## src/hw/rtl/pnc_pkg.sv

```systemverilog
// Shared constants and tables of the preamble normalised correlator.
`default_nettype none

package pnc_pkg;

    // Default width of the magnitude samples actually used.
    localparam int SAMPLE_BITS_DEF = 16;

    // Fixed payload widths of the channels.
    localparam int SAMPLE_W = 16;
    localparam int SCORE_W  = 16;

    // Window geometry.
    localparam int WIN_LEN = 32;
    localparam int WIN_AW  = $clog2(WIN_LEN);
    localparam int FILL_W  = $clog2(WIN_LEN + 1);

    // Preamble pulse positions inside the window, oldest sample at offset 0.
    localparam int TAP_COUNT = 8;
    localparam int TAP_OFS [TAP_COUNT] = '{0, 1, 3, 4, 14, 15, 18, 19};

    // 1.0 in unsigned Q1.15.
    localparam logic [SCORE_W-1:0] ONE_Q15 = 16'h8000;

endpackage

`default_nettype wire

```

## src/hw/rtl/pnc_stream_if.sv

```systemverilog
// Valid/ready stream interfaces for the sample and result channels.
`default_nettype none

interface pnc_sample_if;
    logic                          valid;
    logic                          ready;
    logic [pnc_pkg::SAMPLE_W-1:0]  sample;

    modport source (output valid, output sample, input ready);
    modport sink   (input valid, input sample, output ready);
endinterface

interface pnc_result_if;
    logic                          valid;
    logic                          ready;
    logic [pnc_pkg::SCORE_W-1:0]   score;
    logic                          window_full;
    logic                          zero_energy;

    modport source (output valid, output score, output window_full, output zero_energy,
                    input ready);
    modport sink   (input valid, input score, input window_full, input zero_energy,
                    output ready);
endinterface

`default_nettype wire

```

## src/hw/rtl/preamble_normalized_correlator.sv

```systemverilog
// Top level of the preamble normalised correlator with its sequencer and shared unit.
//
//  channel     modport  payload                              beat
//  sample_ch   sink     sample[15:0]                         one magnitude sample
//  result_ch   source   score[15:0] window_full zero_energy  one score per sample
//
// One sample goes from its beat to its result register via the squares of the leaving
// and the new sample, the energy update, SAMPLE_BITS + 4 square-root steps, a
// saturation guard and 16 quotient steps; root and quotient steps share one
// compare/subtract unit. A window of zero energy skips root and divide. No new sample
// is taken before the last one is done: sample_ch.ready is high only while the
// sequencer idles; a result that waits on result_ch holds the sequencer in its final
// state. Reset clears the window, the energy, the fill count and the handshake state.
`default_nettype none

module preamble_normalized_correlator #(
    parameter int SAMPLE_BITS = pnc_pkg::SAMPLE_BITS_DEF
) (
    input  wire logic      clk,
    input  wire logic      rst_n,
    pnc_sample_if.sink     sample_ch,
    pnc_result_if.source   result_ch
);

    // Derived widths.
    localparam int SB   = SAMPLE_BITS;
    localparam int PW   = SB + 3;        // sum of eight taps
    localparam int RW   = SB + 4;        // integer root of 8 * energy
    localparam int XW   = 2 * SB + 8;    // 8 * energy, width of the shared unit
    localparam int EW   = 2 * SB + 5;    // energy of 32 squares
    localparam int PRW  = 2 * SB;        // one square
    localparam int IW   = pnc_pkg::SAMPLE_W;
    localparam int EXW  = (SB > IW) ? SB : IW;
    localparam int DIV_STEPS = pnc_pkg::SCORE_W;
    localparam int STEP_MAX  = (RW > DIV_STEPS) ? RW : DIV_STEPS;
    localparam int CW   = $clog2(STEP_MAX + 1);
    localparam int WL   = pnc_pkg::WIN_LEN;
    localparam int FW   = pnc_pkg::FILL_W;

    // Sequencer codes.
    localparam logic [2:0] ST_IDLE   = 3'd0;
    localparam logic [2:0] ST_SQ_OLD = 3'd1;
    localparam logic [2:0] ST_SUB    = 3'd2;
    localparam logic [2:0] ST_ADD    = 3'd3;
    localparam logic [2:0] ST_ROOT   = 3'd4;
    localparam logic [2:0] ST_GUARD  = 3'd5;
    localparam logic [2:0] ST_DIV    = 3'd6;
    localparam logic [2:0] ST_DONE   = 3'd7;

    // Control and state registers.
    logic [2:0]                   state_reg,  state_next;
    logic [SB-1:0]                win_reg  [WL];
    logic [SB-1:0]                win_next [WL];
    logic [EW-1:0]                energy_reg, energy_next;
    logic [FW-1:0]                fill_reg,   fill_next;
    logic                         out_valid_reg, out_valid_next;

    // Working registers.
    logic [SB-1:0]                new_reg,   new_next;
    logic [SB-1:0]                old_reg,   old_next;
    logic [PRW-1:0]               prod_reg,  prod_next;
    logic [PW-1:0]                ps_reg,    ps_next;
    logic [XW-1:0]                rem_reg,   rem_next;
    logic [XW-1:0]                root_reg,  root_next;
    logic [XW-1:0]                bit_reg,   bit_next;
    logic [CW-1:0]                cnt_reg,   cnt_next;
    logic [DIV_STEPS-1:0]         quot_reg,  quot_next;
    logic                         sat_reg,   sat_next;
    logic                         zero_reg,  zero_next;

    // Result register.
    logic [pnc_pkg::SCORE_W-1:0]  score_reg, score_next;
    logic                         full_reg,  full_next;
    logic                         zflag_reg, zflag_next;

    // Datapath nets.
    logic [EXW-1:0]               sample_ext;
    logic [SB-1:0]                sample_in;
    logic [SB-1:0]                mul_op;
    logic [PRW-1:0]               mul_res;
    logic [PW-1:0]                ps_sum;
    logic [EW-1:0]                energy_add;
    logic [XW-1:0]                alu_a;
    logic [XW-1:0]                alu_b;
    logic [XW:0]                  alu_diff;
    logic                         alu_ge;

    // Drop sample bits above the working width, widen when it exceeds the port.
    assign sample_ext = EXW'(sample_ch.sample);
    assign sample_in  = sample_ext[SB-1:0];

    // Single squarer: oldest sample first, then the newest one.
    assign mul_op  = (state_reg == ST_SQ_OLD) ? old_reg : new_reg;
    assign mul_res = mul_op * mul_op;

    // Preamble tap sum over the shifted window.
    always_comb
    begin
        ps_sum = '0;
        for (int k = 0; k < pnc_pkg::TAP_COUNT; k++)
        begin
            ps_sum = ps_sum + PW'(win_reg[pnc_pkg::WIN_AW'(pnc_pkg::TAP_OFS[k])]);
        end
    end

    assign energy_add = energy_reg + EW'(prod_reg);

    // Shared compare/subtract unit: root steps, saturation guard, quotient steps.
    always_comb
    begin
        case (state_reg)
            ST_ROOT:
            begin
                alu_a = rem_reg;
                alu_b = root_reg | bit_reg;
            end
            ST_GUARD:
            begin
                alu_a = XW'(ps_reg);
                alu_b = XW'({root_reg[RW-1:0], 1'b0});
            end
            ST_DIV:
            begin
                alu_a = (cnt_reg == '0) ? rem_reg : {rem_reg[XW-2:0], 1'b0};
                alu_b = XW'(root_reg[RW-1:0]);
            end
            default:
            begin
                alu_a = '0;
                alu_b = '0;
            end
        endcase
    end

    assign alu_diff = {1'b0, alu_a} - {1'b0, alu_b};
    assign alu_ge   = ~alu_diff[XW];

    // Sequencer.
    always_comb
    begin
        state_next     = state_reg;
        win_next       = win_reg;
        energy_next    = energy_reg;
        fill_next      = fill_reg;
        new_next       = new_reg;
        old_next       = old_reg;
        prod_next      = prod_reg;
        ps_next        = ps_reg;
        rem_next       = rem_reg;
        root_next      = root_reg;
        bit_next       = bit_reg;
        cnt_next       = cnt_reg;
        quot_next      = quot_reg;
        sat_next       = sat_reg;
        zero_next      = zero_reg;
        score_next     = score_reg;
        full_next      = full_reg;
        zflag_next     = zflag_reg;
        out_valid_next = out_valid_reg & ~result_ch.ready;

        case (state_reg)
            ST_IDLE:
            begin
                // Shift the window on a sample beat, capture the leaving sample.
                if (sample_ch.valid)
                begin
                    for (int k = 0; k < WL - 1; k++)
                    begin
                        win_next[k] = win_reg[k + 1];
                    end
                    win_next[WL-1] = sample_in;
                    new_next       = sample_in;
                    old_next       = win_reg[0];
                    if (fill_reg != FW'(WL))
                    begin
                        fill_next = fill_reg + FW'(1);
                    end
                    state_next = ST_SQ_OLD;
                end
            end
            ST_SQ_OLD:
            begin
                prod_next  = mul_res;
                state_next = ST_SUB;
            end
            ST_SUB:
            begin
                // Remove the leaving square before adding the new one.
                energy_next = energy_reg - EW'(prod_reg);
                prod_next   = mul_res;
                ps_next     = ps_sum;
                state_next  = ST_ADD;
            end
            ST_ADD:
            begin
                energy_next = energy_add;
                zero_next   = (energy_add == '0);
                rem_next    = {energy_add, 3'b000};
                root_next   = '0;
                bit_next    = {2'b01, {(XW-2){1'b0}}};
                cnt_next    = '0;
                state_next  = (energy_add == '0) ? ST_DONE : ST_ROOT;
            end
            ST_ROOT:
            begin
                if (alu_ge)
                begin
                    rem_next  = alu_diff[XW-1:0];
                    root_next = {1'b0, root_reg[XW-1:1]} | bit_reg;
                end
                else
                begin
                    root_next = {1'b0, root_reg[XW-1:1]};
                end
                bit_next = {2'b00, bit_reg[XW-1:2]};
                cnt_next = cnt_reg + CW'(1);
                if (cnt_reg == CW'(RW - 1))
                begin
                    state_next = ST_GUARD;
                end
            end
            ST_GUARD:
            begin
                // A tap sum of twice the root or more saturates outright.
                sat_next   = alu_ge;
                rem_next   = XW'(ps_reg);
                cnt_next   = '0;
                state_next = ST_DIV;
            end
            ST_DIV:
            begin
                rem_next  = alu_ge ? alu_diff[XW-1:0] : alu_a;
                quot_next = {quot_reg[DIV_STEPS-2:0], alu_ge};
                cnt_next  = cnt_reg + CW'(1);
                if (cnt_reg == CW'(DIV_STEPS - 1))
                begin
                    state_next = ST_DONE;
                end
            end
            ST_DONE:
            begin
                // Hold until the result register is free.
                if (!out_valid_reg || result_ch.ready)
                begin
                    out_valid_next = 1'b1;
                    if (zero_reg)
                    begin
                        score_next = '0;
                    end
                    else if (sat_reg || (quot_reg > pnc_pkg::ONE_Q15))
                    begin
                        score_next = pnc_pkg::ONE_Q15;
                    end
                    else
                    begin
                        score_next = quot_reg;
                    end
                    full_next  = (fill_reg == FW'(WL));
                    zflag_next = zero_reg;
                    state_next = ST_IDLE;
                end
            end
            default:
            begin
                state_next = ST_IDLE;
            end
        endcase
    end

    always_ff @(posedge clk or negedge rst_n)
    begin
        if (!rst_n)
        begin
            state_reg     <= ST_IDLE;
            out_valid_reg <= 1'b0;
            energy_reg    <= '0;
            fill_reg      <= '0;
            for (int k = 0; k < WL; k++)
            begin
                win_reg[k] <= '0;
            end
        end
        else
        begin
            state_reg     <= state_next;
            out_valid_reg <= out_valid_next;
            energy_reg    <= energy_next;
            fill_reg      <= fill_next;
            win_reg       <= win_next;
        end
    end

    always_ff @(posedge clk)
    begin
        new_reg   <= new_next;
        old_reg   <= old_next;
        prod_reg  <= prod_next;
        ps_reg    <= ps_next;
        rem_reg   <= rem_next;
        root_reg  <= root_next;
        bit_reg   <= bit_next;
        cnt_reg   <= cnt_next;
        quot_reg  <= quot_next;
        sat_reg   <= sat_next;
        zero_reg  <= zero_next;
        score_reg <= score_next;
        full_reg  <= full_next;
        zflag_reg <= zflag_next;
    end

    assign sample_ch.ready       = (state_reg == ST_IDLE);
    assign result_ch.valid       = out_valid_reg;
    assign result_ch.score       = score_reg;
    assign result_ch.window_full = full_reg;
    assign result_ch.zero_energy = zflag_reg;

endmodule

`default_nettype wire

```

## src/flat_wrapper.sv

```systemverilog
// flat-port wrapper written by rule: the top's interface ports become plain ports
module preamble_normalized_correlator_flat 
#(
    parameter int SAMPLE_BITS = pnc_pkg::SAMPLE_BITS_DEF
)
  (clk, rst_n, sample_ch_valid, sample_ch_sample, sample_ch_ready, result_ch_valid, result_ch_score, result_ch_window_full, result_ch_zero_energy, result_ch_ready);
  pnc_sample_if sample_ch_i ();
  pnc_result_if result_ch_i ();
  input  wire logic clk;
  input  wire logic rst_n;
  input wire logic [$bits(sample_ch_i.valid)-1:0] sample_ch_valid;
  input wire logic [$bits(sample_ch_i.sample)-1:0] sample_ch_sample;
  output wire logic [$bits(sample_ch_i.ready)-1:0] sample_ch_ready;
  output wire logic [$bits(result_ch_i.valid)-1:0] result_ch_valid;
  output wire logic [$bits(result_ch_i.score)-1:0] result_ch_score;
  output wire logic [$bits(result_ch_i.window_full)-1:0] result_ch_window_full;
  output wire logic [$bits(result_ch_i.zero_energy)-1:0] result_ch_zero_energy;
  input wire logic [$bits(result_ch_i.ready)-1:0] result_ch_ready;
  assign sample_ch_i.valid = sample_ch_valid;
  assign sample_ch_i.sample = sample_ch_sample;
  assign sample_ch_ready = sample_ch_i.ready;
  assign result_ch_valid = result_ch_i.valid;
  assign result_ch_score = result_ch_i.score;
  assign result_ch_window_full = result_ch_i.window_full;
  assign result_ch_zero_energy = result_ch_i.zero_energy;
  assign result_ch_i.ready = result_ch_ready;
  preamble_normalized_correlator #(.SAMPLE_BITS(SAMPLE_BITS)) u_core (.clk(clk), .rst_n(rst_n), .sample_ch(sample_ch_i), .result_ch(result_ch_i));
endmodule
```

## config.mk

```make
export PLATFORM = sky130hd
export DESIGN_NAME = preamble_normalized_correlator_flat
export DESIGN_NICKNAME = d
export VERILOG_FILES = /design/src/hw/rtl/pnc_pkg.sv /design/src/hw/rtl/pnc_stream_if.sv /design/src/hw/rtl/preamble_normalized_correlator.sv /design/src/flat_wrapper.sv
export SDC_FILE = /design/constraint.sdc
export NUM_CORES = 2
export LEC_CHECK = 0
export BUFFER_PORTS_ARGS = -buffer_cell sky130_fd_sc_hd__buf_2
export CAP_MARGIN = 10
export CORE_MARGIN = 2
export CORE_UTILIZATION = 45
export CTS_CLUSTER_SIZE = 40
export DETAILED_ROUTE_END_ITERATION = 10
export MAX_ROUTING_LAYER = met4
export PLACE_DENSITY = 0.67
export SLEW_MARGIN = 20
export SYNTH_ARGS = -nofsm -noshare
export SYNTH_HDL_FRONTEND = slang
export SYNTH_SLANG_ARGS = --single-unit
```

## constraint.sdc

```tcl
create_clock -name clk -period 9.3 [get_ports clk]
set_input_delay 0.93 -clock clk [delete_from_list [all_inputs] [get_ports clk]]
set_output_delay 0.93 -clock clk [all_outputs]
set_load 0.02 [all_outputs]
```

# Yosys cells after proc, flatten, opt, wreduce, memory -nomap -nowiden
# Cells that the tools add are included.
# totals
ff_bits	784
in_bits	20
out_inout_bits	20
wordCells	118
# classes
multipliers	1
bitwise	5
n_lt_le_gt_ge	1
eq_ne	16
n_mux	21
n_reduce_logical	19
addsub	5
# op_table
operator	n
case mux 40 bit (3 select lines)	2
two-way mux 40 bit	4
case mux 40 bit (2 select lines)	2
case mux 40 bit (4 select lines)	1
case mux 37 bit (2 select lines)	1
subtractor 40 x 40 -> 41 bit	1
bitwise OR 39 x 40 -> 40 bit	1
bitwise OR 40 bit	1
adder 37 x 32 -> 37 bit	1
logical NOT 37 bit	1
subtractor 37 x 32 -> 37 bit	1
multiplier 16 x 16 -> 32 bit	1
two-way mux 16 bit	2
case mux 3 bit (8 select lines)	1
> comparator 16 bit (second input constant)	1
== test 3 bit (second input constant)	4
two-way mux 3 bit	4
case mux 5 bit (2 select lines)	1
OR reduction 2 bit	4
adder 6 x 1 -> 6 bit (second input constant)	1
== test 3 x 2 -> 1 bit (second input constant)	2
== test 6 bit (second input constant)	1
inequality test 2 x 1 -> 1 bit (second input constant)	3
inequality test 6 bit (second input constant)	1
other kinds (18)	26

# Depth between registers and ports, before layout
# depth
depth_word	6
depth_mapped	31
ltp_nobuf	28

# Worst setup path before layout
# Ideal clock, no wire load.
# synth_timing
path_type	flip-flop to flip-flop
from	reg u_core.state_reg[0]
to	reg u_core.prod_reg[31], data pin
path_stages_with_launch	30
period_less_slack_ns	8.246
path_slack_ns	1.054
t_arrival_ns	7.987
path_buffers	3
required_ns	9.040
setup_time_ns	0.260
cell_sequence	dfrtp_1 clkbuf_1 inv_1 nor3_1 clkbuf_1 clkbuf_1 mux2i_1 clkinv_1 nand2_1 fa_1 fa_1 inv_1 ha_1 fa_1 fa_1 inv_1 fa_1 inv_1 ha_1 a21o_1 a21o_1 a21oi_1 o22ai_1 a2111oi_0 nor3_1 o31ai_1 a21oi_1 a21o_1 a21oi_1 xnor2_1
# synth_between
elab_chain_cells	3
# synth_lines
element	line_no	rtl
start, declared	preamble_normalized_correlator.sv:51	logic [2:0] state_reg, state_next;
start signal, assigned	preamble_normalized_correlator.sv:285	state_reg <= state_next;
== test 3 x 1 -> 1 bit	preamble_normalized_correlator.sv:93	assign mul_op = (state_reg == ST_SQ_OLD) ? old_reg : new_reg;
two-way mux 16 bit	preamble_normalized_correlator.sv:93	
multiplier 16 x 16 -> 32 bit	preamble_normalized_correlator.sv:94	assign mul_res = mul_op * mul_op;
net u_core.mul_res[31]	preamble_normalized_correlator.sv:80	logic [PRW-1:0] mul_res;
end signal, assigned	preamble_normalized_correlator.sv:297	prod_reg <= prod_next;
end, declared	preamble_normalized_correlator.sv:61	logic [PRW-1:0] prod_reg, prod_next;
# The timed path passes the listed nets, and every way through them passes these cells.
# A chain may end at the register's enable or synchronous reset.

# Worst setup path after layout
# layout_timing
from	reg u_core.state_reg[0]
to	reg u_core.prod_reg[30], data pin
# Same word-level chain as after synthesis.

==> flow_metrics.env <==
export IMPL_netlist_area_um2=42100
export IMPL_place_gp_congestion=0.908
export IMPL_hold_viol=0
export IMPL_finalCritPeriodShare_pct=85.8
export IMPL_synthAdderAreaFrac_pct=13.8
export IMPL_regToRegStartpoint="u_core.state_reg[0]"
export IMPL_crit_top_cell="inv_1"
export IMPL_viasPerCell=5.40
export IMPL_antenna_found_initial=0
export IMPL_cts_resized_gates=0
export IMPL_fin_setup_tns_ns=0
export IMPL_setup_worst_path_start="u_core.state_reg[0]"
export IMPL_yosys_area_share_simple_pct=7.65
export IMPL_io_pins=40
export IMPL_grt_pass1_wl_mm=141
export IMPL_syn_nets=3946
export IMPL_routedWlPerCell_um=17.4
export IMPL_cts_root_buffer="clkbuf_16"
export IMPL_grt_ovfl_total=0
export IMPL_die_w_um=310
export IMPL_area_delta_synth_final_pct=10.6
export IMPL_r2r_slack_ns=1.32
export IMPL_io_buffers=39
export IMPL_slew_headroom_pct=25.0
export IMPL_arrival_ns=8.37
export IMPL_synth_most_common_cell="dfrtp_1"
export IMPL_dieHeight_um=310
export IMPL_maxSlewViolCount=0
export IMPL_row_count=112
export IMPL_finalNetCount=3954
export IMPL_synth_compound_area_share_pct=8.81
export IMPL_synthMuxAreaShare_pct=14.8
export IMPL_clk_pin_slew_worst_paths_ns=0.06
export IMPL_start_kind="register"
export IMPL_numCtsBuffers=81
export IMPL_drc=0
export IMPL_cp_max_fo=20
export IMPL_synth_main_ff_cell="dfrtp_1"
export IMPL_place_inst=4737
export IMPL_tightest_slew_ns=1.13
export IMPL_nFillCells=8147
export IMPL_slowest_delay_ns=0.61
export IMPL_ys_warn_count=0
export IMPL_clk_latency_ns=0.66
export IMPL_status="finished clean"
export IMPL_postCtsHoldBufs=0
export IMPL_core_area_um2=93000
export IMPL_synth_common_cells="dfrtp_1, mux2_2, inv_1"
export IMPL_syn_area_per_cell_um2=11.8
export IMPL_yosys_area_share_xor_xnor_pct=2.85
export IMPL_drt_initial_drc_count=1973
export IMPL_track_usage_pct=18.7
export IMPL_synth_top_family_by_area="multiplexers"
export IMPL_postSynthCellCount=3558
export IMPL_clk_path_buf_depth=3
export IMPL_hold_path_class="in2async"
export IMPL_cts_setup_buffers=0
export IMPL_synth_edf_count=203
export IMPL_fin_skew_ns=0.0423
export IMPL_fin_ws_ns=1.32
export IMPL_path_class="reg2reg"
export IMPL_cts_htree_levels=3
export IMPL_cap_viol_max_count=0
export IMPL_synth_distinct_cells=85
export IMPL_endpoint_kind="register"
export IMPL_cts_tree="done"
export IMPL_grt_max_degree=201
export IMPL_drt_pass1_iter_count=6
export IMPL_yosysTopAreaCell="dfrtp_1"
export IMPL_rsz0062_at_grt="no"
export IMPL_ys_seq_area_share_pct=47.7
export IMPL_dieArea_um2=96000
export IMPL_ant_nets=0
export IMPL_async_flop_share_pct=73.4
export IMPL_fin_cells=4888
export IMPL_cp_required_ns=9.70
export IMPL_setup_viol=0
export IMPL_fmax_ghz=0.125
export IMPL_clock_sinks=762
export IMPL_ys_top_cells_by_area="dfrtp_1, edfxtp_1, mux2_2"
export IMPL_initial_utilization_pct=45.3
export IMPL_num_vias=26395
export IMPL_wl_mm=85.1
export IMPL_grt_pass1_vias=26527
export IMPL_layout_drive_gt1_share_pct=21.6
export IMPL_place_worst_setup_slack_ns=1.45
export IMPL_diodes=0
export IMPL_largest_reg_flops=512
export IMPL_synth_top_area_share_pct=33.2
export IMPL_min_period_ns=7.98
export IMPL_slowest_stage="o31ai_1"
export IMPL_synth_seq_cells=762
export IMPL_post_dp_hpwl_mm=59.1
==> kinds of logic after synthesis <==
logic type,Yosys count
AO/OA/AOI/OAI,555
XOR/XNOR,137
adder cells (fa/ha/maj),368
buffers and inverters,489
flip-flops,762
multiplexers,555
AND/OR/NAND/NOR,692
==> critical path, delay by kind of cell, from the launching register on <==
family	cells	cell delay, ns
xor+xnor	1	0.10
buf+inv	8	1.02
fa+ha+maj	7	3.28
compound gates	6	1.66
flops	1	0.35
mux	1	0.52
simple gates	5	0.78
==> area by class of cell <==
| cell class | count | area, µm² | share of cell area, % |
|---|---|---|---|
| repair buffers | 81 | 571 | 1.22 |
| inverters | 333 | 1250 | 2.68 |
| flip-flops and latches | 762 | 20100 | 43.1 |
| well taps | 1254 | 1570 | 3.37 |
| clock buffers | 108 | 2280 | 4.90 |
| clock inverters | 43 | 602 | 1.29 |
| multi-input cells | 2307 | 20200 | 43.4 |
==> layer usage <==
layer | vias up | GRT usage [%] | wire (µm)
li1 | 12448 | - | -
met1 | 13199 | 25.9 | 39400
met3 | 139 | 3.21 | 4720
met2 | 609 | 28.5 | 39100
met5 | - | - | 0
met4 | 0 | 5.01 | 1880
==> worst paths after layout <==
| path | endpoint | cells past startpoint |
|---|---|---|
| max | u_core.prod_reg[30] | 28 |
| min | u_core.win_reg[329] | 1 |
| max reg2reg | u_core.prod_reg[30] | 28 |
| min reg2reg | u_core.old_reg[6] | 0 |
| max in group asynchronous | u_core.win_reg[293] | 3 |
| min in group clk | u_core.old_reg[6] | 0 |
==> stage by stage <==
step           cell area, µm²  hold WS (ns)  util, %
2_1_floorplan           42100         0.421        -
3_3_place_gp            43700         0.425     47.0
3_5_place_dp            43700         0.433     47.0
4_1_cts                 46600         0.281     50.1
5_1_grt                 46600         0.315     50.1
6_report                46600         0.272     50.1
==> cells in the final DEF (no fill, tap or decap), drive strengths merged, types with 81 or more instances in the layout <==
cell type and instances:
dfrtp 559, mux2 525, inv 333, nand2 232, ha 205, edfxtp 203
nor2 201, fa 163, a21oi 159, xnor2 109, clkbuf 108, o21ai 104
buf 81
Power is left out: the tool's default activity adds up to more than one toggle a clock period on the data nets, which glitch-free logic cannot reach.
